<file path="config.mk">
export PLATFORM = sky130hd
export DESIGN_NAME = bts_walker
export DESIGN_NICKNAME = d
export VERILOG_FILES = /design/src/rtl/core/bts_pkg.sv /design/src/rtl/core/bts_walker.sv
export VERILOG_INCLUDE_DIRS = /design/src /design/src/rtl/core
export SDC_FILE = /design/constraint.sdc
export NUM_CORES = 1
export LEC_CHECK = 0
export ABC_AREA = 1
export BUFFER_PORTS_ARGS = -buffer_cell sky130_fd_sc_hd__buf_2
export CORE_AREA = 2 2 84 126
export DETAILED_ROUTE_END_ITERATION = 16
export DIE_AREA = 0 0 86 128
export PLACE_DENSITY_LB_ADDON = 0.25
export SETUP_SLACK_MARGIN = 0.4
export SLEW_MARGIN = 20
export SYNTH_ARGS = -nofsm -noshare
export SYNTH_HDL_FRONTEND = slang
export SYNTH_SLANG_ARGS = --single-unit
</file>
<file path="constraint.sdc">
create_clock -name clk_i -period 6.7 [get_ports clk_i]
set_input_delay 0.335 -clock clk_i [delete_from_list [all_inputs] [get_ports clk_i]]
set_output_delay 0.335 -clock clk_i [all_outputs]
set_load 0.03 [all_outputs]
</file>
<file path="src/rtl/core/assert_macros.svh">
// Assertion macros shared by the trie set engine RTL.
// Every macro samples on clk_i; the reset is the active-low rst_ni.
`ifndef ASSERT_MACROS_SVH
`define ASSERT_MACROS_SVH

// Checked only while the block is out of reset.
`define BTS_ASSERT(lbl, prop, msg) \
  lbl: assert property (@(posedge clk_i) disable iff (!rst_ni) (prop)) else $error(msg);

// Checked on every edge, during reset as well.
`define BTS_ASSERT_ALWAYS(lbl, prop, msg) \
  lbl: assert property (@(posedge clk_i) (prop)) else $error(msg);

`endif

</file>
<file path="src/rtl/core/bts_pkg.sv">
// Shared constants and types for the binary trie set engine.
// Depends on nothing; imported by the walker and the top level.
`default_nettype none

package bts_pkg;

  localparam int unsigned NodeCountDefault = 1024;
  localparam int unsigned KeyWidthDefault  = 32;

  // Action codes carried by the input transaction.
  localparam logic ActInsert = 1'b0;
  localparam logic ActSearch = 1'b1;

  // Status codes of the result transaction.
  localparam logic StatDone = 1'b0;
  localparam logic StatFull = 1'b1;

  // Write enables toward the two child stores.
  typedef struct packed {
    logic zero_we;
    logic one_we;
  } mem_wr_t;

  // Finished walk, handed from the walker to the output register.
  typedef struct packed {
    logic present;
    logic status;
  } walk_res_t;

endpackage

`default_nettype wire

</file>
<file path="src/rtl/core/bts_walker.sv">
// Trie walk sequencer: clearing pass, one key bit per cycle, node allocation.
// Depends on bts_pkg and assert_macros.svh; drives the two bts_node_mem stores.
`default_nettype none
`include "assert_macros.svh"

module bts_walker import bts_pkg::*; #(
  parameter int unsigned NODE_COUNT = NodeCountDefault,
  parameter int unsigned KEY_WIDTH  = KeyWidthDefault
) (
  input  wire logic                          clk_i,
  input  wire logic                          rst_ni,
  input  wire logic                          start_i,
  input  wire logic                          action_i,
  input  wire logic [KEY_WIDTH-1:0]          key_i,
  output      logic                          ready_o,
  input  wire logic                          out_free_i,
  output      logic                          res_valid_o,
  output      walk_res_t                     res_o,
  output      mem_wr_t                       wr_o,
  output      logic [$clog2(NODE_COUNT)-1:0] waddr_o,
  output      logic [$clog2(NODE_COUNT)-1:0] wdata_o,
  output      logic [$clog2(NODE_COUNT)-1:0] raddr_o,
  input  wire logic [$clog2(NODE_COUNT)-1:0] zero_rd_i,
  input  wire logic [$clog2(NODE_COUNT)-1:0] one_rd_i
);

  localparam int unsigned PW = $clog2(NODE_COUNT);
  localparam int unsigned UW = $clog2(NODE_COUNT + 1);
  localparam int unsigned LW = $clog2(KEY_WIDTH);

  localparam logic [UW-1:0] NodeLimit = UW'(NODE_COUNT);
  localparam logic [PW-1:0] LastNode  = PW'(NODE_COUNT - 1);
  localparam logic [LW-1:0] TopLevel  = LW'(KEY_WIDTH - 1);

  localparam logic [1:0] ST_CLEAR = 2'd0;
  localparam logic [1:0] ST_IDLE  = 2'd1;
  localparam logic [1:0] ST_WALK  = 2'd2;
  localparam logic [1:0] ST_DONE  = 2'd3;

  logic [1:0]           state_q, state_d;
  logic [PW-1:0]        clr_q, clr_d;
  logic [UW-1:0]        used_q, used_d;
  logic [PW-1:0]        cur_q, cur_d;
  logic [LW-1:0]        level_q, level_d;
  logic [KEY_WIDTH-1:0] key_q, key_d;
  logic                 search_q, search_d;
  logic                 present_q, present_d;
  logic                 full_q, full_d;

  logic          key_bit;
  logic [PW-1:0] child;
  logic          absent;
  logic          pool_full;
  logic          alloc;
  logic [PW-1:0] next_ptr;

  assign key_bit   = key_q[KEY_WIDTH-1];
  assign child     = key_bit ? one_rd_i : zero_rd_i;
  // A stored index never reaches the pool size, but an odd one is treated as absent.
  assign absent    = (child == '0) || (UW'(child) >= NodeLimit);
  assign pool_full = (used_q >= NodeLimit);
  assign alloc     = (state_q == ST_WALK) && absent && (search_q != ActSearch) && !pool_full;
  assign next_ptr  = absent ? used_q[PW-1:0] : child;

  always_comb begin
    state_d   = state_q;
    clr_d     = clr_q;
    used_d    = used_q;
    cur_d     = cur_q;
    level_d   = level_q;
    key_d     = key_q;
    search_d  = search_q;
    present_d = present_q;
    full_d    = full_q;
    wr_o      = '0;
    waddr_o   = cur_q;
    wdata_o   = used_q[PW-1:0];
    raddr_o   = '0;

    unique case (state_q)
      ST_CLEAR: begin
        wr_o.zero_we = 1'b1;
        wr_o.one_we  = 1'b1;
        waddr_o      = clr_q;
        wdata_o      = '0;
        clr_d        = clr_q + 1'b1;
        if (clr_q == LastNode) begin
          state_d = ST_IDLE;
        end
      end
      ST_IDLE: begin
        // The root is read at the accepting edge, so the walk starts right away.
        if (start_i) begin
          state_d   = ST_WALK;
          cur_d     = '0;
          level_d   = TopLevel;
          key_d     = key_i;
          search_d  = action_i;
          present_d = 1'b1;
          full_d    = 1'b0;
        end
      end
      ST_WALK: begin
        raddr_o = next_ptr;
        if (absent) begin
          present_d = 1'b0;
        end
        if (alloc) begin
          wr_o.zero_we = !key_bit;
          wr_o.one_we  = key_bit;
          used_d       = used_q + 1'b1;
        end
        if (absent && (search_q == ActSearch)) begin
          state_d = ST_DONE;
        end else if (absent && pool_full) begin
          full_d  = 1'b1;
          state_d = ST_DONE;
        end else if (level_q == '0) begin
          state_d = ST_DONE;
        end else begin
          cur_d   = next_ptr;
          level_d = level_q - 1'b1;
          key_d   = {key_q[KEY_WIDTH-2:0], 1'b0};
        end
      end
      ST_DONE: begin
        if (out_free_i) begin
          state_d = ST_IDLE;
        end
      end
      default: begin
        state_d = ST_CLEAR;
      end
    endcase
  end

  always_ff @(posedge clk_i or negedge rst_ni) begin
    if (!rst_ni) begin
      state_q <= ST_CLEAR;
      clr_q   <= '0;
      used_q  <= UW'(1);
    end else begin
      state_q <= state_d;
      clr_q   <= clr_d;
      used_q  <= used_d;
    end
  end

  always_ff @(posedge clk_i) begin
    cur_q     <= cur_d;
    level_q   <= level_d;
    key_q     <= key_d;
    search_q  <= search_d;
    present_q <= present_d;
    full_q    <= full_d;
  end

  assign ready_o       = (state_q == ST_IDLE);
  assign res_valid_o   = (state_q == ST_DONE);
  assign res_o.present = present_q;
  assign res_o.status  = full_q ? StatFull : StatDone;

  `BTS_ASSERT(a_used_range, (used_q != '0) && (used_q <= NodeLimit), "node count out of range")
  `BTS_ASSERT(a_wr_state, |wr_o |-> (state_q == ST_CLEAR || state_q == ST_WALK), "bad write")
  `BTS_ASSERT(a_walk_one_store, (state_q == ST_WALK) |-> !(&wr_o), "two stores written")
  `BTS_ASSERT(a_alloc_bump, alloc |=> (used_q == $past(used_q) + 1'b1), "no node count bump")
  `BTS_ASSERT(a_search_done, (res_valid_o && search_q == ActSearch) |-> !full_q, "search full")

endmodule

`default_nettype wire

</file>
==> impl_metrics.toml <==
[critical_path]
worstSetupPathType = "flop to flop"
path_max_fanout = 47
reg2reg_depth = 8
worstPathCellList = "inv_1, ha_2, clkinv_1, buf_4, a31oi_1, nand2_1, a21oi_4, buf_4"
end_kind = "flop"
r2r_end = "key_q[25]"
crit_required_ns = 6.66
cp-start-kind = "flop"
reg2reg_slack_ns = 3.48
r2r_start = "state_q[0]"
crit_path_frequent_cell = "buf_4"
crit_slowest_cell = "ha_2"
arrival_ns = 3.19
max_stage_delay_ns = 0.78

[yosys]
yosysSeqAreaShare_pct = 53.4
netlist_area_sq_mm = 0.00389
ys.flop_type = "edfxtp_1"
netlist_instances = 461
ys_ff_latch = 73
yosysWarnings = 0
synth_enable_flop_cells = 50
avgSynthCellArea_sq_um = 8.45
synth_top_family_by_area = "simple AND/OR/NAND/NOR gates"
synth-adder-area-share_pct = 3.21
syn_nets = 528
synth-simple-area-share_pct = 30.3
synthDistinctLibCells = 31
muxShareOfSynthArea_pct = 0
synthArstFlopShare_pct = 31.5
synth_compound_area_share_pct = 4.31
synth_xor_area_share_pct = 2.47

[timing]
worstMarginPinSlew_ns = 0.893
setup_viol = 0
hold_violations = 0
finalClockSkew_ns = 0.00652
fin_crit_sh_pct = 48.1
max-slew-margin-rel_pct = 40.4
fin_crit_ns = 3.22
final.setup.tns_ns = 0
rsz0062_at_grt = "no"
maxSlewViolCount = 0
fin_ws_ns = 3.48
fmax_mhz = 310

[die]
dieArea_sq_mm = 0.0110
fp.dieH_um = 128
initial_core_util_pct = 39.1
ios = 93
rows = 45
dieWidth_um = 86
core_sq_mm = 0.00997

[cts]
cts_inserted_buffers = 9
path_clk_slew_ns = 0.06
cts_tree = "built"
post_cts_buffers = 0
htreeDepth = 3
cts_max_path_buffers = 2
clock_latency_ns = 0.33
cts_root_buf = "clkbuf_16"
clock-sinks = 73

[global_route]
overflow = 0
grt_pass1_wl_mm = 15.8
grtUsageTotal_pct = 18.4
antenna_found_initial = 0
grt_pass1_vias = 3420
grt_max_degree = 48

[min_path]
hp-class = "primary input to flop"
hold_depth = 1
min_to = "search_q"
hp-start = "action_i"

[placed_design]
place_ws_ns = 3.44
gp_congestion = 0.811
dpl.hpwl_mm = 7.14
port_buffers = 92

[finish]
final_nets = 617
antenna_cells = 0
area_growth_pct = 22.3
layout_common_cells = "200 x nand2_1, 92 x buf_2, 50 x edfxtp_1, 40 x inv_1, 29 x nor2_1"
final_common_cell = "nand2_1"
layout-drive-gt1-share_pct = 22.5

[drt]
routed_wl_mm = 9.55
dr_total_vias = 3309
drtIter0Drc = 133
post_drt_wl_per_cell_um = 14.2
ant_nets = 0
drt_pass1_iterations = 4
drc = 0
vias_per_cell = 4.92

[flow_run]
drv_cap = 0

[pwr]
powerDensity_mw_per_mm2 = 214
peakVddDrop_mv = 0.155
leakage_nw = 2.26

[status]
status = "complete, no violations"
## worst max-delay path by stage
stage,startpoint,end,slack (ns)
2_1_floorplan,state_q[0],cur_q[0],2.60
3_3_place_gp,state_q[0],key_q[19],3.56
3_5_place_dp,state_q[0],key_q[20],3.44
4_1_cts,state_q[0],key_q[5],3.43
5_1_grt,state_q[0],key_q[25],3.17
6_report,state_q[0],key_q[25],3.48
## registers in the layout, indices dropped and copies added, names as in the netlist
name	flops
search_q	1
state_q	2
key_q	32
level_q	5
present_q	1
full_q	1
used_q	11
clr_q	10
cur_q	10
## Yosys cell counts (2+ instances only)
master | number | area share, %
a21oi_1 | 7 | 0.90
a31oi_1 | 3 | 0.48
buf_1 | 3 | 0.29
buf_2 | 2 | 0.26
buf_4 | 2 | 0.39
buf_6 | 2 | 0.58
clkbuf_1 | 8 | 0.77
dfrtp_1 | 22 | 14
edfxtp_1 | 50 | 39
ha_1 | 10 | 3.2
inv_1 | 40 | 3.9
nand2_1 | 200 | 19
nand2_2 | 4 | 0.64
nand3_1 | 14 | 1.8
nand3_2 | 2 | 0.51
nand4_1 | 13 | 2.1
nor2_1 | 29 | 2.8
nor2_2 | 4 | 0.64
nor3_1 | 4 | 0.51
nor4_1 | 2 | 0.32
o21ai_0 | 10 | 1.3
o21ai_1 | 9 | 1.2
o22ai_1 | 3 | 0.48
xor2_1 | 11 | 2.5
## layout make-up
cell class	instances	area, sq um
Sequential cell	73	2080
Inverter	42	158
Tap cell	117	146
Fill cell	981	5200
Clock inverter	5	80.1
Multi-Input combinational cell	329	1580
Timing Repair Buffer	95	485
Clock buffer	11	233
## what timing repair did
item / in CTS / in global routing
setup endpoints to repair: 0 / 0
resized for setup: 0 / 0
hold buffers: 1 / 0
hold endpoints to repair: 10 / 0
## routing by layer
metal  part of all wire (%)  vias up  track usage [%]
met5                      0        -                0
met2                     54      102             34.0
li1                       -     1664                -
met4                    2.9        0             7.84
met3                    4.5       22             3.86
met1                     38     1521             20.0
## power breakdown
| part | internal, mW | switching [mW] |
|---|---|---|
| Clock | 0.325 | 0.179 |
| Combinational | 0.0176 | 0.0176 |
| Sequential | 0.481 | 0 |
| Total | 0.824 | 0.197 |
## critical path, delay by kind of cell, from the launching register on
| kind | cells | cell delay (ns) |
|---|---|---|
| and+or+nand+nor | 1 | 0.17 |
| AOI/OAI and AO/OA | 2 | 0.38 |
| adders and majority gates | 1 | 0.78 |
| buffers and inverters | 4 | 1.07 |
| DFF | 1 | 0.42 |
## stage by stage
step	power (mW)	hold slack, ns	cells	utilization, %	instance area [sq um]
after floorplan	0.504	0.0394	461	-	3890
after global placement	0.525	0.352	655	44.6	4440
after detailed placement	0.526	0.355	655	44.6	4440
after CTS	1.03	0.165	672	47.8	4760
after global routing	1.06	0.167	672	47.8	4760
final	1.02	0.178	672	47.8	4760
## cells by family after synthesis
logic type / after synthesis
flip-flops: 73
XOR/XNOR: 11
AO/OA/AOI/OAI: 32
adder cells (fa/ha/maj): 10
buffers and inverters: 59
AND/OR/NAND/NOR: 276
(Power assumes the default switching activity.)
